`src/hw/rtl/sbpd_pkg.sv`:
```
// Shared types, constants and helper functions of the subband pair decoder.
package sbpd_pkg;

	localparam int MAX_CODE_BITS = 8;
	localparam int VALUE_BITS    = 16;
	localparam int BAND_COUNT    = 6;
	localparam int TABLE_DEPTH   = 1 << MAX_CODE_BITS;
	localparam int SEL_W         = 3;
	localparam int ADDR_W        = SEL_W + MAX_CODE_BITS;
	localparam int RAM_DEPTH     = BAND_COUNT * TABLE_DEPTH;
	localparam int BUF_W         = MAX_CODE_BITS + 8;
	localparam int HELD_W        = $clog2(BUF_W);
	localparam int CB_W          = 4;
	localparam int CMASK_W       = MAX_CODE_BITS + 1;
	localparam int SIXCB_W       = $clog2(BAND_COUNT * MAX_CODE_BITS + 1);
	localparam int PAIR_W        = 31;
	localparam int CFG_W         = 31;
	localparam int CFG_IDX_W     = 1;
	localparam int QUEUE_DEPTH   = 4;
	localparam int QPTR_W        = $clog2(QUEUE_DEPTH);
	localparam int CHAN_MAX      = 255;

	localparam logic [1:0] ACT_TABLE = 2'd0;
	localparam logic [1:0] ACT_BYTE  = 2'd1;
	localparam logic [1:0] ACT_START = 2'd2;

	localparam logic [CFG_IDX_W-1:0] REG_CODE_BITS  = 1'd0;
	localparam logic [CFG_IDX_W-1:0] REG_PAIR_COUNT = 1'd1;

	typedef struct packed {
		logic [1:0]         action;
		logic [2:0]         table_select;
		logic [7:0]         table_index;
		logic signed [15:0] table_value;
		logic [7:0]         coded_byte;
	} in_item_t;

	typedef struct packed {
		logic [7:0] red;
		logic [7:0] green;
		logic [7:0] blue;
		logic       last;
		logic       frame_end;
	} out_item_t;

	// One table operation handed from the front end to the back end.
	typedef struct packed {
		logic                         is_write;
		logic [ADDR_W-1:0]            addr;
		logic signed [VALUE_BITS-1:0] wdata;
		logic                         emit;
		logic                         last;
		logic                         frame_end;
	} op_t;

	typedef enum logic {
		FR_IDLE,
		FR_CUT
	} front_state_t;

	function automatic logic [CB_W-1:0] width_in_use(input logic [CB_W-1:0] bits);
		logic [CB_W-1:0] w;
		if (bits == '0) begin
			w = CB_W'(1);
		end else if (bits > CB_W'(MAX_CODE_BITS)) begin
			w = CB_W'(MAX_CODE_BITS);
		end else begin
			w = bits;
		end
		return w;
	endfunction

	function automatic logic signed [VALUE_BITS-1:0] narrow_value(
		input logic signed [15:0] v);
		return VALUE_BITS'(v);
	endfunction

	function automatic logic [7:0] clamp_chan(input logic signed [VALUE_BITS:0] x);
		logic [7:0] r;
		if (x < 0) begin
			r = 8'd0;
		end else if (x > CHAN_MAX) begin
			r = 8'(CHAN_MAX);
		end else begin
			r = x[7:0];
		end
		return r;
	endfunction

endpackage

```
`src/hw/rtl/sbpd_front.sv`:
```
// Front end: accepts items, holds configuration and cuts coded bytes into table operations.
module sbpd_front import sbpd_pkg::*; (
	input  logic                 clk,
	input  logic                 arst_n,
	input  logic                 in_valid,
	output logic                 in_ready,
	input  in_item_t             in_data,
	input  logic                 cfg_we,
	input  logic [CFG_IDX_W-1:0] cfg_index,
	input  logic [CFG_W-1:0]     cfg_data,
	output logic                 push,
	output op_t                  push_op,
	input  logic                 q_full
);

	front_state_t state_q, state_d;
	logic [BUF_W-1:0]  buf_q;
	logic [HELD_W-1:0] held_q;
	logic [SEL_W-1:0]  pos_q;
	logic [PAIR_W-1:0] pairs_q;
	logic [CB_W-1:0]   code_bits_q;
	logic [PAIR_W-1:0] pair_count_q;

	logic [CB_W-1:0]          cb;
	logic [MAX_CODE_BITS-1:0] cmask;
	logic [MAX_CODE_BITS-1:0] code;
	logic [HELD_W-1:0]        shamt;
	logic [HELD_W-1:0]        held_after;
	logic [SIXCB_W-1:0]       six_cb;
	logic [PAIR_W-1:0]        pairs_inc;
	logic frame_done, pos_wrap, fe, more_pair, last_px, cut_done, accept, cut_step;

	assign cb         = width_in_use(code_bits_q);
	assign cmask      = MAX_CODE_BITS'((CMASK_W'(1) << cb) - CMASK_W'(1));
	assign shamt      = held_q - HELD_W'(cb);
	assign code       = MAX_CODE_BITS'(buf_q >> shamt) & cmask;
	assign held_after = shamt;
	assign six_cb     = SIXCB_W'(BAND_COUNT) * SIXCB_W'(cb);
	assign pairs_inc  = PAIR_W'(pairs_q + 1'b1);
	assign frame_done = pairs_q >= pair_count_q;
	assign pos_wrap   = pos_q == SEL_W'(BAND_COUNT - 1);
	assign fe         = pos_wrap && (pairs_inc >= pair_count_q);
	// Another full group can only follow in the same byte when six more codes remain.
	assign more_pair  = SIXCB_W'(held_after) >= six_cb;
	assign last_px    = pos_wrap && (fe || !more_pair);
	assign cut_done   = fe || (held_after < HELD_W'(cb));
	assign in_ready   = (state_q == FR_IDLE) && !q_full;
	assign accept     = in_valid && in_ready;
	assign cut_step   = (state_q == FR_CUT) && !q_full;

	always_comb begin
		state_d = state_q;
		unique case (state_q)
			FR_IDLE: begin
				if (accept && in_data.action == ACT_BYTE && !frame_done) begin
					state_d = FR_CUT;
				end
			end
			FR_CUT: begin
				if (!q_full && cut_done) begin
					state_d = FR_IDLE;
				end
			end
			default: state_d = FR_IDLE;
		endcase
	end

	always_comb begin
		push    = 1'b0;
		push_op = '0;
		unique case (state_q)
			FR_IDLE: begin
				push_op.is_write = 1'b1;
				push_op.addr     = {in_data.table_select, MAX_CODE_BITS'(in_data.table_index)};
				push_op.wdata    = narrow_value(in_data.table_value);
				push = accept && in_data.action == ACT_TABLE
					&& in_data.table_select < SEL_W'(BAND_COUNT);
			end
			FR_CUT: begin
				push_op.is_write  = 1'b0;
				push_op.addr      = {pos_q, code};
				push_op.emit      = pos_wrap;
				push_op.last      = last_px;
				push_op.frame_end = fe;
				push = !q_full;
			end
			default: begin
				push = 1'b0;
			end
		endcase
	end

	always_ff @(posedge clk or negedge arst_n) begin
		if (!arst_n) begin
			state_q      <= FR_IDLE;
			buf_q        <= '0;
			held_q       <= '0;
			pos_q        <= '0;
			pairs_q      <= '0;
			code_bits_q  <= CB_W'(8);
			pair_count_q <= '0;
		end else begin
			state_q <= state_d;
			if (cfg_we) begin
				unique case (cfg_index)
					REG_CODE_BITS: begin
						code_bits_q <= cfg_data[CB_W-1:0];
						buf_q       <= '0;
						held_q      <= '0;
						pos_q       <= '0;
					end
					REG_PAIR_COUNT: pair_count_q <= cfg_data[PAIR_W-1:0];
					default: ;
				endcase
			end
			if (accept) begin
				unique case (in_data.action)
					ACT_START: begin
						buf_q   <= '0;
						held_q  <= '0;
						pos_q   <= '0;
						pairs_q <= '0;
					end
					ACT_BYTE: begin
						if (!frame_done) begin
							buf_q  <= BUF_W'({buf_q, in_data.coded_byte});
							held_q <= held_q + HELD_W'(8);
						end
					end
					default: ;
				endcase
			end
			if (cut_step) begin
				held_q <= held_after;
				pos_q  <= pos_wrap ? '0 : pos_q + 1'b1;
				if (pos_wrap) begin
					pairs_q <= pairs_inc;
				end
				// Codes left over after the final pair of a frame are dropped.
				if (fe) begin
					buf_q  <= '0;
					held_q <= '0;
					pos_q  <= '0;
				end
			end
		end
	end

	// Between bytes the buffer never holds a whole code.
	assert property (@(posedge clk) disable iff (!arst_n)
		state_q == FR_IDLE |-> held_q < HELD_W'(cb))
		else $error("front end idle with a whole code still buffered");

endmodule

```
`config.mk`:
```
export PLATFORM = sky130hd
export DESIGN_NAME = sbpd_front
export DESIGN_NICKNAME = d
export VERILOG_FILES = /design/src/hw/rtl/sbpd_pkg.sv /design/src/hw/rtl/sbpd_front.sv
export SDC_FILE = /design/constraint.sdc
export NUM_CORES = 1
export LEC_CHECK = 0
export BUFFER_PORTS_ARGS = -buffer_cell sky130_fd_sc_hd__buf_2
export CAP_MARGIN = 20
export CORE_UTILIZATION = 25
export DETAILED_ROUTE_END_ITERATION = 10
export GPL_TIMING_DRIVEN = 1
export PLACE_DENSITY_LB_ADDON = 0.12
export REMOVE_ABC_BUFFERS = 1
export SYNTH_ARGS = -nofsm -noshare
export SYNTH_HDL_FRONTEND = slang
export SYNTH_SLANG_ARGS = --single-unit
```
`constraint.sdc`:
```
create_clock -name clk -period 8.7 [get_ports clk]
set_input_delay 1.74 -clock clk [delete_from_list [all_inputs] [get_ports clk]]
set_output_delay 1.74 -clock clk [all_outputs]
set_load 0.05 [all_outputs]
```
Yosys cells after proc, flatten, opt, wreduce, memory -nomap -nowiden:

Index checks and enable logic that the tools add are counted.

* flip-flop bits (word level): 90
* input bits: 74
* output and inout port bits: 33

* $add $sub $neg: 5
* multiply operators: 1
* magnitude comparators: 6
* equality and inequality tests: 3
* shifts and indexed selects: 2
* muxes and demuxes: 34
* bitwise logic cells: 3
* reduce and logical (&&, ||, !) cells: 19

Operator list (number)
* 31-bit 2-to-1 mux: 4
* 16-bit 2-to-1 mux: 7
* 31-bit >= comparator: 2
* 4-bit 2-to-1 mux: 8
* 16-bit case mux with 2 select lines: 1
* 31-bit by 1-bit adder with 31-bit output (second input constant): 1
* 3-bit 2-to-1 mux: 8
* 12-bit case mux with 2 select lines: 1
* 16-bit by 4-bit >> shifter with 8-bit output: 1
* 1-bit logical AND: 10
* 8-bit AND: 1
* 4-bit case mux with 2 select lines: 1
* 1-bit by 4-bit left shift with 8-bit output (first input constant): 1
* 8-bit by 2-bit subtractor with 8-bit output (second input constant): 1
* 4-bit by 6-bit >= comparator with 1-bit output: 1
* 2-bit by 4-bit multiplier with 5-bit output (first input constant): 1
* 4-bit adder (second input constant): 1
* 4-bit > comparator (second input constant): 1
* 4-bit zero test: 1
* 4-bit < comparator: 1
* 1-bit case mux with 2 select lines: 2
* 2-bit AND reduction: 2
* 4-bit subtractor: 1
* 3-bit by 1-bit adder with 3-bit output (second input constant): 1
* 9 further kinds: 14

Logic depth before layout (Yosys ltp):

* depth after elaboration: 9
* gate-level depth with buffers: 18
* mapped depth without buffers: 14

Worst setup path before layout:

Ideal clock, no wire load.

* path type: register to output
* start point: register code_bits_q[2]
* end point: output push_op[1] (netlist bit)
* data arrival time: 3694 ps
* data required time: 6960 ps
* path slack: 3266 ps
* cell stages (with the launch flop): 14
* cell sequence: dfrtp_1 > nor2_1 > nor2_1 > nor2_1 > ha_1 > inv_1 > fa_1 > xnor2_1 > clkinv_1 > ha_1 > a21o_1 > a21oi_1 > a211oi_1 > a21oi_1

RTL lines
* from (decl): line sbpd_front.sv:21 `logic [CB_W-1:0] code_bits_q;`
* from (signal assigned): line sbpd_front.sv:107 `code_bits_q <= cfg_data[CB_W-1:0];`
* to (decl): line sbpd_front.sv:12 `output op_t push_op,`

==> run_results.csv <==
group,metric,value,unit
detailed_routing,vias,5729,
worst_setup_path,cp.arrival,4190,ps
clock_tree,cts_tree,"done",
clock_tree,cts.sinks,90,
run_status,outcome,"completed",
synthesis,ys_top_cells_by_count,"89 x dfrtp_1, 82 x ha_1, 64 x nand2_1, 50 x inv_1, 50 x nor2_1",
synthesis,ys_ff_latch,90,
place,place_area,7950,um^2
die,core-area,27250,um^2
detailed_routing,dr.pass1.iters,5,
sta,rsz0062_at_grt,"no",
hold_path,hold_class,"register to register",
die,die_h,169.5,um
run,drv_cap,0,
place,portBuffers,106,
sta,drv_slew,0,
worst_setup_path,cp-start-kind,"register",
sta,finalHoldViolations,0,
die,start_util,0.2573,
global_routing,track_usage,0.1394,
synthesis,synth_seq_area_share,0.3214,
detailed_routing,drc,0,
finish,diodes,0,
power,p_total,1973,uW
clock_tree,clock_path_buffers,2,
synthesis,ys_warn_count,0,
die,boundaryPins,107,
die,die_x,169.5,um
sta,skew,7.269,ps
synthesis,yosysMostFrequentCell,"dfrtp_1",
sta,clock.fmax,168.7,MHz
sta,fin_crit,5927,ps
global_routing,grt_pass1_wl,31.56,mm
detailed_routing,antenna_left,0,
finish,finalNetCount,1015,
place,gp_congestion,0.8009,
sta,worstMarginPinSlew,993.9,ps
finish,area_growth,18.22,%
detailed_routing,viasPerCell,4.643,
synthesis,avgSynthCellArea,9.188,um^2
worst_setup_path,crit_fanout,7,
synthesis,synth_edf_count,0,
clock_tree,clk_latency,350,ps
die,die_area,28720,um^2
clock_tree,postCtsSetupRepairBufs,0,
clock_tree,cts_root_buf,"clkbuf_16",
sta,tns,0,ps
finish,final_cell_area,8288,um^2
synthesis,syn_inst,763,
synthesis,synthFlopType,"dfrtp_1",
synthesis,synth.distinct_cells,63,
detailed_routing,routed_wl,19.05,mm
detailed_routing,wl_per_cell,15.44,um
worst_setup_path,endpoint_kind,"primary output",
power,powerDensity,238.1,nW/um^2
global_routing,grt_pass1_vias,5939,
synthesis,yosys.area.top_type,"dfrtp_1",
power,ir_drop,0.00009353,V
clock_tree,htreeDepth,3,
synthesis,synthDominantCellAreaShare,0.3177,
global_routing,antenna_found_initial,0,
clock_tree,clk_pin_slew,70,ps
power,power.leakage,0.003972,uW
synthesis,synth.area.top_cells,"dfrtp_1 32%, ha_1 15%, mux2_2 6.4%, nand2_1 3.4%, a21oi_1 3.4%",
worst_setup_path,worstPathRequired,6960,ps
clock_tree,numCtsBuffers,9,
place,dp_hpwl,14.40,mm
synthesis,async_flop_share,1.000,
global_routing,grt_max_degree,66,
die,core.rowCount,60,
sta,setup_viol,0,
global_routing,globalRouteOverflowTotal,0,
finish,drive_gt1_frac,0.2193,
sta,max_slew_margin,0.3359,
worst_setup_path,crit_type,"register to primary output",
clock_tree,hold_buffers,0,
clock_tree,cts_resized,0,
detailed_routing,drt_iter0_markers,360,
finish,finish.utilization,0.3041,
synthesis,syn-cell-area,7010,um^2
sta,finalCritPeriodShare,0.6812,
[worst max-delay path, stage by stage (launching register included)]
cell,delay (ps)
dfrtp_1,440
ha_1,270
and3_1,410
nand4_4,170
or3_1,540
xnor2_1,180
ha_1,290
nand4_1,120
nor4_1,420
o221ai_1,200
nand4_1,140
a211oi_1,80
buf_4,170
a21oi_1,110
buf_2,290
[routing by layer]
| layer | GRT usage | share of wire | vias to the layer above |
|---|---|---|---|
| li1 | - | - | 2923 |
| met1 | 0.1965 | 0.51 | 2671 |
| met2 | 0.2231 | 0.44 | 120 |
| met3 | 0.01493 | 0.029 | 15 |
| met4 | 0.04191 | 0.013 | 0 |
| met5 | 0 | 0 | - |
[layout by cell type, fill, tap and decap left out, drive strengths merged, types with 13 or more instances in the layout]
cell type	instances
mux2	40
and2	21
xor2	13
o21a	18
nand4	15
xnor2	20
ha	82
nor2	51
nand3	19
nand2	64
a22o	23
buf	114
o21ai	45
a21oi	47
nor2b	24
a21boi	18
dfrtp	89
inv	51
[cells by family (layout without fill, tap and decap cells)]
kind of cell | Yosys count | in the layout | synth area share
compound gates | 195 | 195 | 0.1842
xor+xnor | 33 | 33 | 0.04230
fa+ha+maj | 84 | 84 | 0.1521
buf+inv | 83 | 182 | 0.04783
flops | 90 | 90 | 0.3214
mux | 54 | 54 | 0.08959
simple gates | 224 | 224 | 0.1626
[metrics by stage]
stage	instances	worst slack, ps	hold slack, ps
final	1234	2773	506.0
after global routing	1234	2347	531.4
after CTS	1234	2683	511.9
after detailed placement	1218	3084	496.1
after global placement	1218	3194	488.1
after floorplan	732	2815	479.5
[power breakdown]
part           internal [uW]  switching, uW  total, uW
sequential               468           48.5        516
clock                    269            184        453
combinational            348            656       1000
[flip-flops by register name, summed over array words and instances, names as in the netlist]
signal	count
buf_q	16
code_bits_q	4
held_q	4
pair_count_q	31
pairs_q	31
pos_q	3
state_q	1
[cell type report]
class | count | area [um^2]
inverter | 52 | 195.2
tap | 372 | 465.4
clock buffer | 11 | 252.7
timing repair buffer | 114 | 593.1
sequential | 90 | 2253
clock inverter | 5 | 85.08
multi-input combinational | 590 | 4443
fill | 2888 | 18960
[worst paths after layout]
check	from	endpoint	slack, ps	depth (start not counted)
worst max-delay path	pairs_q[0]	push_op[1]	2770	14
worst min-delay path	pair_count_q[11]	pair_count_q[11]	510	1
worst max register to register	pairs_q[0]	buf_q[5]	4330	15
min in group asynchronous	arst_n	pair_count_q[12]	1300	1
max in group asynchronous	arst_n	pair_count_q[3]	6160	2
worst min register to register	pair_count_q[11]	pair_count_q[11]	510	1
No activity file was read; power rests on OpenSTA's default activity.
