`config.mk`:
```
export PLATFORM = sky130hd
export DESIGN_NAME = sbpd_queue
export DESIGN_NICKNAME = d
export VERILOG_FILES = /design/src/hw/rtl/sbpd_pkg.sv /design/src/hw/rtl/sbpd_queue.sv
export SDC_FILE = /design/constraint.sdc
export NUM_CORES = 1
export LEC_CHECK = 0
export BUFFER_PORTS_ARGS = -buffer_cell sky130_fd_sc_hd__buf_4
export CAP_MARGIN = 20
export CORE_UTILIZATION = 63
export CTS_BUF_LIST = sky130_fd_sc_hd__clkbuf_2 sky130_fd_sc_hd__clkbuf_4 sky130_fd_sc_hd__clkbuf_8
export CTS_CLUSTER_SIZE = 14
export DETAILED_ROUTE_END_ITERATION = 10
export PLACE_DENSITY = 0.86
export SLEW_MARGIN = 10
export SYNTH_ARGS = -nofsm -noshare
export SYNTH_HDL_FRONTEND = slang
export SYNTH_SLANG_ARGS = --single-unit
export TNS_END_PERCENT = 100
```
`constraint.sdc`:
```
create_clock -name clk -period 5.5 [get_ports clk]
set_input_delay 0.825 -clock clk [delete_from_list [all_inputs] [get_ports clk]]
set_output_delay 0.825 -clock clk [all_outputs]
set_load 0.02 [all_outputs]
```
`src/hw/rtl/sbpd_pkg.sv`:
```
// Shared types, constants and helper functions of the subband pair decoder.
package sbpd_pkg;

	localparam int MAX_CODE_BITS = 8;
	localparam int VALUE_BITS    = 16;
	localparam int BAND_COUNT    = 6;
	localparam int TABLE_DEPTH   = 1 << MAX_CODE_BITS;
	localparam int SEL_W         = 3;
	localparam int ADDR_W        = SEL_W + MAX_CODE_BITS;
	localparam int RAM_DEPTH     = BAND_COUNT * TABLE_DEPTH;
	localparam int BUF_W         = MAX_CODE_BITS + 8;
	localparam int HELD_W        = $clog2(BUF_W);
	localparam int CB_W          = 4;
	localparam int CMASK_W       = MAX_CODE_BITS + 1;
	localparam int SIXCB_W       = $clog2(BAND_COUNT * MAX_CODE_BITS + 1);
	localparam int PAIR_W        = 31;
	localparam int CFG_W         = 31;
	localparam int CFG_IDX_W     = 1;
	localparam int QUEUE_DEPTH   = 4;
	localparam int QPTR_W        = $clog2(QUEUE_DEPTH);
	localparam int CHAN_MAX      = 255;

	localparam logic [1:0] ACT_TABLE = 2'd0;
	localparam logic [1:0] ACT_BYTE  = 2'd1;
	localparam logic [1:0] ACT_START = 2'd2;

	localparam logic [CFG_IDX_W-1:0] REG_CODE_BITS  = 1'd0;
	localparam logic [CFG_IDX_W-1:0] REG_PAIR_COUNT = 1'd1;

	typedef struct packed {
		logic [1:0]         action;
		logic [2:0]         table_select;
		logic [7:0]         table_index;
		logic signed [15:0] table_value;
		logic [7:0]         coded_byte;
	} in_item_t;

	typedef struct packed {
		logic [7:0] red;
		logic [7:0] green;
		logic [7:0] blue;
		logic       last;
		logic       frame_end;
	} out_item_t;

	// One table operation handed from the front end to the back end.
	typedef struct packed {
		logic                         is_write;
		logic [ADDR_W-1:0]            addr;
		logic signed [VALUE_BITS-1:0] wdata;
		logic                         emit;
		logic                         last;
		logic                         frame_end;
	} op_t;

	typedef enum logic {
		FR_IDLE,
		FR_CUT
	} front_state_t;

	function automatic logic [CB_W-1:0] width_in_use(input logic [CB_W-1:0] bits);
		logic [CB_W-1:0] w;
		if (bits == '0) begin
			w = CB_W'(1);
		end else if (bits > CB_W'(MAX_CODE_BITS)) begin
			w = CB_W'(MAX_CODE_BITS);
		end else begin
			w = bits;
		end
		return w;
	endfunction

	function automatic logic signed [VALUE_BITS-1:0] narrow_value(
		input logic signed [15:0] v);
		return VALUE_BITS'(v);
	endfunction

	function automatic logic [7:0] clamp_chan(input logic signed [VALUE_BITS:0] x);
		logic [7:0] r;
		if (x < 0) begin
			r = 8'd0;
		end else if (x > CHAN_MAX) begin
			r = 8'(CHAN_MAX);
		end else begin
			r = x[7:0];
		end
		return r;
	endfunction

endpackage

```
`src/hw/rtl/sbpd_queue.sv`:
```
// Short queue of table operations between the front end and the back end.
module sbpd_queue import sbpd_pkg::*; (
	input  logic clk,
	input  logic arst_n,
	input  logic push,
	input  op_t  push_op,
	output logic full,
	input  logic pop,
	output logic head_valid,
	output op_t  head_op
);

	op_t               entry_q [QUEUE_DEPTH];
	logic [QPTR_W-1:0] wr_ptr_q, rd_ptr_q;
	logic [QPTR_W:0]   count_q;

	assign full       = count_q == (QPTR_W+1)'(QUEUE_DEPTH);
	assign head_valid = count_q != '0;
	assign head_op    = entry_q[rd_ptr_q];

	always_ff @(posedge clk) begin
		if (push) begin
			entry_q[wr_ptr_q] <= push_op;
		end
	end

	always_ff @(posedge clk or negedge arst_n) begin
		if (!arst_n) begin
			wr_ptr_q <= '0;
			rd_ptr_q <= '0;
			count_q  <= '0;
		end else begin
			if (push) begin
				wr_ptr_q <= wr_ptr_q + 1'b1;
			end
			if (pop) begin
				rd_ptr_q <= rd_ptr_q + 1'b1;
			end
			count_q <= count_q + (QPTR_W+1)'(push) - (QPTR_W+1)'(pop);
		end
	end

	assert property (@(posedge clk) disable iff (!arst_n) push |-> !full)
		else $error("queue overflow");
	assert property (@(posedge clk) disable iff (!arst_n) pop |-> head_valid)
		else $error("queue underflow");

endmodule

```
== Word-level counts from Yosys, hierarchy flattened ==
Memories as Yosys holds them, arrays and structs flattened.
Cells that the tools add are included.

* Register bits: 7
* Memory bits (writable): 124
* Bits of input ports: 35
* Output and inout bits: 33
* Word-level logic and storage cells: 12
* Memories: 1

* $add $sub $neg: 4
* Equal/unequal tests: 1
* Muxes and demuxes: 2
* Reductions and logical operators: 1

{| class="wikitable"
|+ Memories
! memory !! depth !! width !! read ports !! clocked after memory_dff !! write ports !! RTL line !! RTL
|-
| entry_q || 4 || 31 || 1 || 0 || 1 || sbpd_queue.sv:13 || <nowiki>op_t entry_q [QUEUE_DEPTH];</nowiki>
|}

{| class="wikitable"
|+ Operators with widths
! cell !! number
|-
| 2-bit by 1-bit adder with 2-bit output, second input constant || 2
|-
| 3-bit by 1-bit adder with 3-bit output || 1
|-
| 3-bit == test, second input constant || 1
|-
| 3-bit nonzero test || 1
|-
| 3-bit by 1-bit subtractor with 3-bit output || 1
|-
| 1-bit two-way mux || 2
|}

== Depth between registers and ports, before layout ==
Gate-level depths: netlist (run 1).

* Depth in word-level cells: 2
* Mapped depth: 7
* Mapped depth without buffers: 7

== Worst setup path after synthesis (run 1) ==
OpenSTA, ideal clock, no wires.

* Path type: input to register
* Start: in pop
* End: reg count_q[2]
* Library setup time: 123 ps
* Arrival time: 1919 ps
* Required time: 5377 ps
* Path slack: 3459 ps
* Cell stages on the path: 6
* Buffers on the path: 0
* Path through: ha_1 > inv_1 > ha_1 > fa_1 > xor2_1 > xnor2_1

* Longest elaborated chain between the ends: 1

{| class="wikitable"
|+ RTL lines
! what !! RTL line !! RTL
|-
| start, declared || sbpd_queue.sv:8 || <nowiki>input logic pop,</nowiki>
|-
| 3-bit by 1-bit subtractor with 3-bit output || sbpd_queue.sv:39 || <nowiki>count_q <= count_q + (QPTR_W+1)'(push) - (QPTR_W+1)'(pop);</nowiki>
|-
| end signal, assigned || sbpd_queue.sv:39 ||
|-
| end, declared || sbpd_queue.sv:15 || <nowiki>logic [QPTR_W:0] count_q;</nowiki>
|}

Every way passes these cells.
A chain may end at the register's enable or synchronous reset.

==> results of run 1 <==
## sequential cells by signal (all words and copies together), names as in the netlist
register and cells:
entry_q 124, count_q 3, rd_ptr_q 2, wr_ptr_q 2
## layout by cell type (no fill, tap or decap)
| cell | n |
|---|---|
| inv_1 | 6 |
| xnor2_1 | 2 |
| and3_1 | 1 |
| edfxtp_1 | 124 |
| ha_1 | 6 |
| fa_1 | 1 |
| clkbuf_4 | 1 |
| and2_2 | 4 |
| dfrtp_1 | 6 |
| clkinv_4 | 1 |
| xor2_1 | 3 |
| clkbuf_8 | 17 |
| nand2_1 | 2 |
| mux4_2 | 28 |
| buf_12 | 1 |
| or3_1 | 1 |
| bufinv_16 | 6 |
| buf_4 | 68 |
| inv_6 | 1 |
| mux4_1 | 3 |
| dfrtp_2 | 1 |
| o21ai_0 | 1 |
| clkinv_2 | 2 |
| clkinv_1 | 1 |
| clkinvlp_4 | 3 |
## per-layer routing
metal	global-route usage	part of all wire
met5	0	0
met4	0.0860	0.010
met3	0.0592	0.050
met2	0.389	0.54
met1	0.305	0.40
## worst max-delay path by stage
| stage | startpoint | to | slack [ns] | cells after the start |
|---|---|---|---|---|
| 4_1_cts | rd_ptr_q[0] | head_op[0] | 2.22 | 2 |
| 2_1_floorplan | pop | count_q[2] | 3.46 | 6 |
| 3_5_place_dp | rd_ptr_q[0] | head_op[0] | 2.69 | 2 |
| 6_report | rd_ptr_q[0] | head_op[12] | 2.56 | 3 |
| 3_3_place_gp | rd_ptr_q[0] | head_op[30] | 2.73 | 2 |
| 5_1_grt | rd_ptr_q[0] | head_op[12] | 2.46 | 3 |
## where the power goes
part | switching, mW | internal [mW] | total, mW
Combinational | 0.563 | 0.497 | 1.06
Clock | 0.367 | 0.589 | 0.956
Sequential | 0.101 | 1.31 | 1.42
Total | 1.03 | 2.40 | 3.43
## cell type report
type                    instances  area [um2]  area share
multi-input cells              52         903       0.152
well taps                      99         124      0.0208
repair buffers                 69         531      0.0891
clock buffers                  18         241      0.0405
clock inverters                14         234      0.0393
flip-flops and latches        131        3900       0.655
inverters                       6        22.5     0.00378
## cells by family after synthesis
group | Yosys count
flops | 131
mux | 31
buf+inv | 13
simple gates | 8
fa+ha+maj | 7
xor+xnor | 5
compound gates | 1
## metrics by stage
| stage | setup slack [ns] | power [mW] | hold WS [ns] | instance area, um2 |
|---|---|---|---|---|
| finish | 2.56 | 3.43 | 0.191 | 5960 |
| global route | 2.46 | 3.56 | 0.179 | 5960 |
| CTS | 2.22 | 3.44 | 0.177 | 5940 |
| detailed placement | 2.69 | 2.47 | 0.479 | 5460 |
| global placement | 2.73 | 2.43 | 0.475 | 5460 |
| floorplan | 3.46 | 2.13 | 0.453 | 4910 |
## worst max-delay path: stages (launching register included)
cell and delay (ns):
dfrtp_2 0.67, buf_12 0.26, mux4_2 0.56, buf_4 0.18
==> flow_summary.yaml, run 1 <==
clocking:
  hold_buffers: 0
  clockBufferDepth: 2
  cts_tree: "yes"
  numClockSinks: 131
  cts-buffers-inserted: 17
  clk_pin_slew_ns: 0.07
  cts_resized: 0
  post_cts_buffers: 0
  cts-root-buf: "clkbuf_8"
  htree_levels: 4
  clock_latency_ns: 0.43
timing:
  setup_tns_ns: 0
  rsz0062_at_grt: "no"
  hold_violations: 0
  timing.final.crit_period_ns: 2.94
  slew_headroom: 0.449
  setup_viol: 0
  tightest_slew_ns: 0.827
  max_freq_mhz: 340
  skew_ns: 0.00828
  slew_viol_final: 0
  period_share: 0.535
floorplanning:
  rows: 31
  start_util: 0.662
  die_x_um: 90.2
  core_area_um2: 7410
  pin_count: 68
  die_area_um2: 8140
  die-height_um: 90.2
yosys:
  yosysSeqAreaShare: 0.795
  yosysTopAreaCell: "edfxtp_1"
  ys_seq_elements: 131
  synth_top_area_share: 0.759
  synth_top_family_by_area: "multiplexers"
  netlist_instances: 196
  synth-compound-area-share: 0.00102
  syn_nets: 238
  ys.warnings.count: 0
  synthSimpleGateAreaFrac: 0.00918
  synthTopCellsByCount: "124 x edfxtp_1, 28 x mux4_2, 7 x dfrtp_1, 6 x ha_1, 6 x inv_1"
  synth_area_leaders: "edfxtp_1 76%, mux4_2 13%, dfrtp_1 3.6%"
  yosysMostFrequentCell: "edfxtp_1"
  synth-edff-count: 124
  async_reset_ff_frac: 0.0534
  synthDistinctLibCells: 17
  muxShareOfSynthArea: 0.145
  ys.flop_type: "edfxtp_1"
  post_synth_instance_area_um2: 4910
  yosys.area_share.adder: 0.0194
  syn_avg_cell_area_um2: 25.0
  yosys.area_share.xor_xnor: 0.00893
finish:
  area_growth_pct: 21.4
  fin_nets: 319
  layout-drive-gt1-share: 0.459
  final_cells: 389
  utilization: 0.804
  diodes: 0
  fillers: 347
critical_path:
  reg2reg_slack_ns: 3.74
  critPathKind: "flop to output port"
  crit_fanout: 19
  crit_path_end_kind: "output port"
  worstPathRequired_ns: 4.68
  reg2reg_from: "wr_ptr_q[0]"
  r2r_end: "entry_q[0][12]"
  start_kind: "flop"
  crit_arrival_ns: 2.12
  rr_worst_depth: 3
power:
  p_leak_nw: 2.12
  ir_drop_uv: 409
  p_per_area_nw_per_um2: 576
grt:
  grt_pass1_vias: 2418
  globalRouteTotalUtil: 0.235
  grt_max_degree: 34
  gr-total-overflow: 0
  grt_pass1_wl_um: 13400
  antenna_found_initial: 0
worst_hold_path:
  hp-class: "primary input to async pin"
place:
  dp_hpwl_um: 4800
  gp_congestion: 0.739
  dp_cells: 356
  port_buffers: 67
detailed_routing:
  post_drt_wl_per_cell_um: 22.7
  via_per_inst: 5.75
  drt_iter0_drc: 187
  num_vias: 2238
  drtAntennaViolNets: 0
  wl_um: 8820
  drcViolationCount: 0
  first_pass_iters: 6
outcome:
  outcome: "completed"
job:
  cap_viol_max_count: 0
No activity file was read; power rests on OpenSTA's default activity.
==> inputs of run 2 (changes only) <==
- CORE_UTILIZATION: 63 -> 53
- PLACE_DENSITY: 0.86 -> 0.77
- clock period: 5.5 -> 2.65 ns (I/O delays scaled with it)
==> run 2 against run 1 <==
Net effect: the flow now finishes with violations (design-rule violations); core utilization shrank 12 points; count of clock-buffer cells in the layout did not move; clock skew grew 0.0015 ns; cell area increased by 2.3%; worst hold slack worse by 0.020 ns; sequential share of layout area down 1.4 points; power is 110% higher; register-to-register slack got worse by 2.9 ns; via count decreased by 0.49%; largest power group unchanged; highest routed layer unchanged.
==> flow_summary.yaml, run 2 (synthesized netlist as in run 1, its figures left out) <==
finish:
  fillers: 545
  utilization: 0.688
  fin_nets: 327
  largest_register: "entry_q"
  area_growth_pct: 24.2
  largest_reg_flops: 124
  layout-drive-gt1-share: 0.466
  reg_top3: "entry_q (124), count_q (3)"
  layout_commonest_cell: "edfxtp_1"
  final_area_um2: 6090
  layout_common_cells: "124 x edfxtp_1, 74 x buf_4, 28 x mux4_2, 17 x clkbuf_8, 8 x bufinv_16"
  diodes: 0
grt:
  grt_pass1_wl_um: 12600
  gr-total-overflow: 0
  antenna_found_initial: 0
  grt_max_degree: 27
  globalRouteTotalUtil: 0.186
  grt_pass1_vias: 2373
detailed_routing:
  drcViolationCount: 3
  wl_um: 7900
  first_pass_iters: 9
  via_per_inst: 5.49
  post_drt_wl_per_cell_um: 19.4
  drt_iter0_drc: 89
  num_vias: 2227
  drtAntennaViolNets: 0
critical_path:
  slowest_delay_ns: 0.63
  crit_fanout: 16
  crit_path_end_kind: "output port"
  cp_cell_sequence: "buf_4 -> mux4_2 -> buf_4"
  cpMostUsedCell: "buf_4"
  start_kind: "flop"
  critPathTopFamily: "flip-flops"
  critPathKind: "flop to output port"
  worstPathRequired_ns: 2.25
  crit_arrival_ns: 2.02
  path_buf_inv: 2
  slowest_stage: "dfrtp_4"
clocking:
  cts-buffers-inserted: 17
  htree_levels: 4
  cts_tree: "yes"
  clockBufferDepth: 2
  clock_latency_ns: 0.42
  clk_pin_slew_ns: 0.07
  cts-root-buf: "clkbuf_8"
  numClockSinks: 131
outcome:
  outcome: "finished, violations left"
  violations: "design-rule violations"
worst_hold_path:
  hp-class: "primary input to flop"
timing:
  tightest_slew_ns: 0.427
  slew_headroom: 0.715
  timing.final.crit_period_ns: 2.42
  max_freq_mhz: 413
  skew_ns: 0.00974
  hold_violations: 0
  rsz0062_at_grt: "no"
  slew_viol_final: 0
  setup_viol: 0
  finalWorstSetupSlack_ns: 0.230
  setup_tns_ns: 0
  period_share: 0.913
floorplanning:
  die_x_um: 98.2
  start_util: 0.554
  rows: 34
  die-height_um: 98.2
  core_area_um2: 8850
  pin_count: 68
  die_area_um2: 9650
place:
  dp_hpwl_um: 5020
  dp_slack_ns: 0.519
  port_buffers: 67
  gp_congestion: 0.724
  placed_cell_area_um2: 5560
power:
  ir_drop_uv: 760
  p_per_area_nw_per_um2: 1200
  total_power_mw: 7.30
  p_leak_nw: 2.19
job:
  cap_viol_max_count: 0
## run 2: changes by cell type in the layout (fill, tap and decap cells not counted)
| cell | delta |
|---|---|
| clkinv_2 | -2 |
| dfrtp_2 | -1 |
| clkinv_1 | +1 |
| buf_4 | +6 |
| dlygate4sd3_1 | +1 |
| clkinv_4 | +1 |
| bufinv_16 | +2 |
| buf_12 | +1 |
| dfrtp_4 | +1 |
| clkinvlp_4 | -2 |
## run 2: worst paths after layout
path                        startpoint              to  cells past startpoint  slack [ns]
setup / recovery           rd_ptr_q[0]     head_op[28]                      3        0.23
hold / removal             push_op[12]  entry_q[0][12]                      1        0.17
setup reg to reg           wr_ptr_q[0]  entry_q[0][11]                      4        0.88
hold reg to reg             count_q[2]      count_q[2]                      1        0.52
max in group asynchronous       arst_n     rd_ptr_q[0]                      2        2.18
min in group asynchronous       arst_n     wr_ptr_q[0]                      2        0.33
## run 2: cell type report
type | count | area, um2 | area share
well taps | 108 | 135 | 0.0222
clock inverters | 14 | 282 | 0.0462
inverters | 6 | 22.5 | 0.00370
flip-flops and latches | 131 | 3900 | 0.641
repair buffers | 77 | 606 | 0.0994
multi-input cells | 52 | 903 | 0.148
clock buffers | 18 | 241 | 0.0396
## run 2: power breakdown
| part | switching [mW] | total (mW) | internal (mW) | leakage (nW) |
|---|---|---|---|---|
| sequential | 0.202 | 2.92 | 2.72 | 1.22 |
| clock | 0.733 | 2.15 | 1.41 | 0.256 |
| combinational | 1.14 | 2.22 | 1.09 | 0.718 |
## run 2: per-stage QoR
| stage | hold slack [ns] | cells |
|---|---|---|
| detailed placement | 0.223 | 373 |
| CTS | 0.144 | 406 |
| global route | 0.140 | 406 |
| finish | 0.171 | 406 |
| global placement | 0.218 | 373 |
| floorplan | 0.102 | 196 |
## run 2: timing repair
| item | 4_1_cts | 5_1_grt |
|---|---|---|
| hold endpoints to repair | 7 | 0 |
| setup endpoints to repair | 0 | 1 |
| setup buffers | 0 | 0 |
| hold buffers | 1 | 0 |
| gates resized for setup | 0 | 1 |
## run 2: per-layer routing
layer / share of wire / global-route usage / up-vias
met1: 0.43 / 0.229 / 1156
met5: 0 / 0 / -
met2: 0.51 / 0.303 / 62
met3: 0.047 / 0.0637 / 10
li1: - / - / 999
met4: 0.015 / 0.0792 / 0
## run 2: worst reg2reg max path, cell delays in order (launching register included)
cell and delay, ns:
dfrtp_1 0.43, inv_1 0.11, ha_1 0.14, and2_2 0.34, buf_4 0.41
==> inputs of run 3 (changes only) <==
- MAX_ROUTING_LAYER: unset -> met4
- RECOVER_POWER: unset -> 50
==> run 3 against run 2 <==
Net effect: the flow still finishes with violations (design-rule violations); largest power group unchanged; global-route usage rose by 0.60 points; combinational power about the same; routed wire length shrank 0.71%; largest cell class unchanged.
==> flow_summary.yaml, run 3 (synthesized netlist as in run 1, its figures left out) <==
grt:
  grt_pass1_vias: 2379
  grt_max_degree: 27
  globalRouteTotalUtil: 0.192
  antenna_found_initial: 0
  use_met3: 0.0544
  use_met1: 0.231
  grt_pass1_wl_um: 12600
  gr-total-overflow: 0
  use_met2: 0.303
  grt_busiest_layer: "met2"
place:
  dp_hpwl_um: 5020
  port_buffers: 67
  gp_congestion: 0.732
detailed_routing:
  num_vias: 2229
  via_per_inst: 5.49
  drcViolationCount: 3
  drt_iter0_drc: 82
  wl_um: 7840
  post_drt_wl_per_cell_um: 19.3
  drtAntennaViolNets: 0
  first_pass_iters: 10
clocking:
  clockBufferDepth: 2
  numClockSinks: 131
  cts-root-buf: "clkbuf_8"
  clock_latency_ns: 0.42
  cts_tree: "yes"
  htree_levels: 4
  post_cts_buffers: 0
  clk_pin_slew_ns: 0.07
  cts-buffers-inserted: 17
floorplanning:
  core_area_um2: 8850
  die-height_um: 98.2
  die_area_um2: 9650
  die_x_um: 98.2
  start_util: 0.554
  pin_count: 68
  rows: 34
timing:
  max_freq_mhz: 414
  setup_tns_ns: 0
  rsz0062_at_grt: "no"
  hold_violations: 0
  tightest_slew_ns: 0.555
  period_share: 0.912
  skew_ns: 0.0128
  timing.final.crit_period_ns: 2.42
  slew_viol_final: 0
  slew_headroom: 0.629
  setup_viol: 0
outcome:
  outcome: "finished, violations left"
  violations: "design-rule violations"
critical_path:
  worstPathRequired_ns: 2.25
  crit_fanout: 16
  reg2reg_slack_ns: 0.78
  rr_worst_depth: 4
  crit_path_end_kind: "output port"
  reg2reg_from: "wr_ptr_q[1]"
  critPathKind: "flop to output port"
  r2r_end: "entry_q[1][11]"
  start_kind: "flop"
  crit_arrival_ns: 2.02
finish:
  layout-drive-gt1-share: 0.352
  fin_nets: 327
  layout_commonest_cell: "edfxtp_1"
  area_growth_pct: 21.7
  reg_top3: "entry_q (124), count_q (3)"
  diodes: 0
  layout_common_cells: "124 x edfxtp_1, 42 x buf_4, 32 x clkbuf_1, 28 x mux4_2, 17 x clkbuf_8"
  largest_reg_flops: 124
  largest_register: "entry_q"
  fillers: 587
  utilization: 0.675
worst_hold_path:
  whs_path_depth: 2
  hp-class: "primary input to flop"
  hold_end: "rd_ptr_q[0]"
  worstHoldStart: "pop"
power:
  ir_drop_uv: 759
  p_leak_nw: 2.07
  p_per_area_nw_per_um2: 1220
job:
  cap_viol_max_count: 0
run 3: layout make-up:
class / instances / area [um2] / share of cell area
tap: 108 / 135 / 0.0226
clock buffer: 18 / 241 / 0.0405
timing repair buffer: 77 / 485 / 0.0813
sequential: 131 / 3900 / 0.654
clock inverter: 14 / 282 / 0.0472
multi-input combinational: 52 / 901 / 0.151
inverter: 6 / 22.5 / 0.00377
run 3: worst max-delay path by stage:
| stage | from | to | slack (ns) | cells past startpoint |
|---|---|---|---|---|
| floorplan | wr_ptr_q[0] | entry_q[0][0] | 0.87 | 3 |
| global placement | rd_ptr_q[0] | head_op[28] | 0.56 | 3 |
| detailed placement | rd_ptr_q[0] | head_op[28] | 0.52 | 3 |
| CTS | rd_ptr_q[0] | head_op[28] | 0.04 | 3 |
| global route | rd_ptr_q[0] | head_op[28] | 0.14 | 3 |
| finish | rd_ptr_q[0] | head_op[28] | 0.23 | 3 |
run 3: routing by layer:
metal  vias up  part of all wire
met1      1154              0.43
met5         -                 0
met3         8             0.043
met4         0             0.011
li1       1001                 -
met2        66              0.52
run 3: per-stage QoR:
stage               power, mW  instances  hold WS (ns)  area [um2]  worst slack, ns
detailed placement       5.23        373         0.223        5560            0.519
finish                   7.27        406         0.193        5970            0.234
floorplan                4.42        196         0.102        4910            0.872
global route             7.58        406         0.157        5970            0.138
global placement         5.18        373         0.218        5560            0.558
CTS                      7.38        406         0.144        6090           0.0437
run 3: worst max-delay path, cell delays in order (launching register included):
cell	delay (ns)
dfrtp_4	0.63
buf_4	0.25
mux4_2	0.54
buf_4	0.18
run 3: power by group:
| part | total [mW] | switching (mW) | internal (mW) |
|---|---|---|---|
| Sequential | 2.92 | 0.202 | 2.72 |
| Combinational | 2.20 | 1.14 | 1.06 |
| Clock | 2.14 | 0.728 | 1.42 |
run 3: repair_timing:
item,CTS,global route
gates resized for setup,0,1
hold buffers,1,0
endpoints found under the hold margin,7,0
setup endpoints to repair,0,1
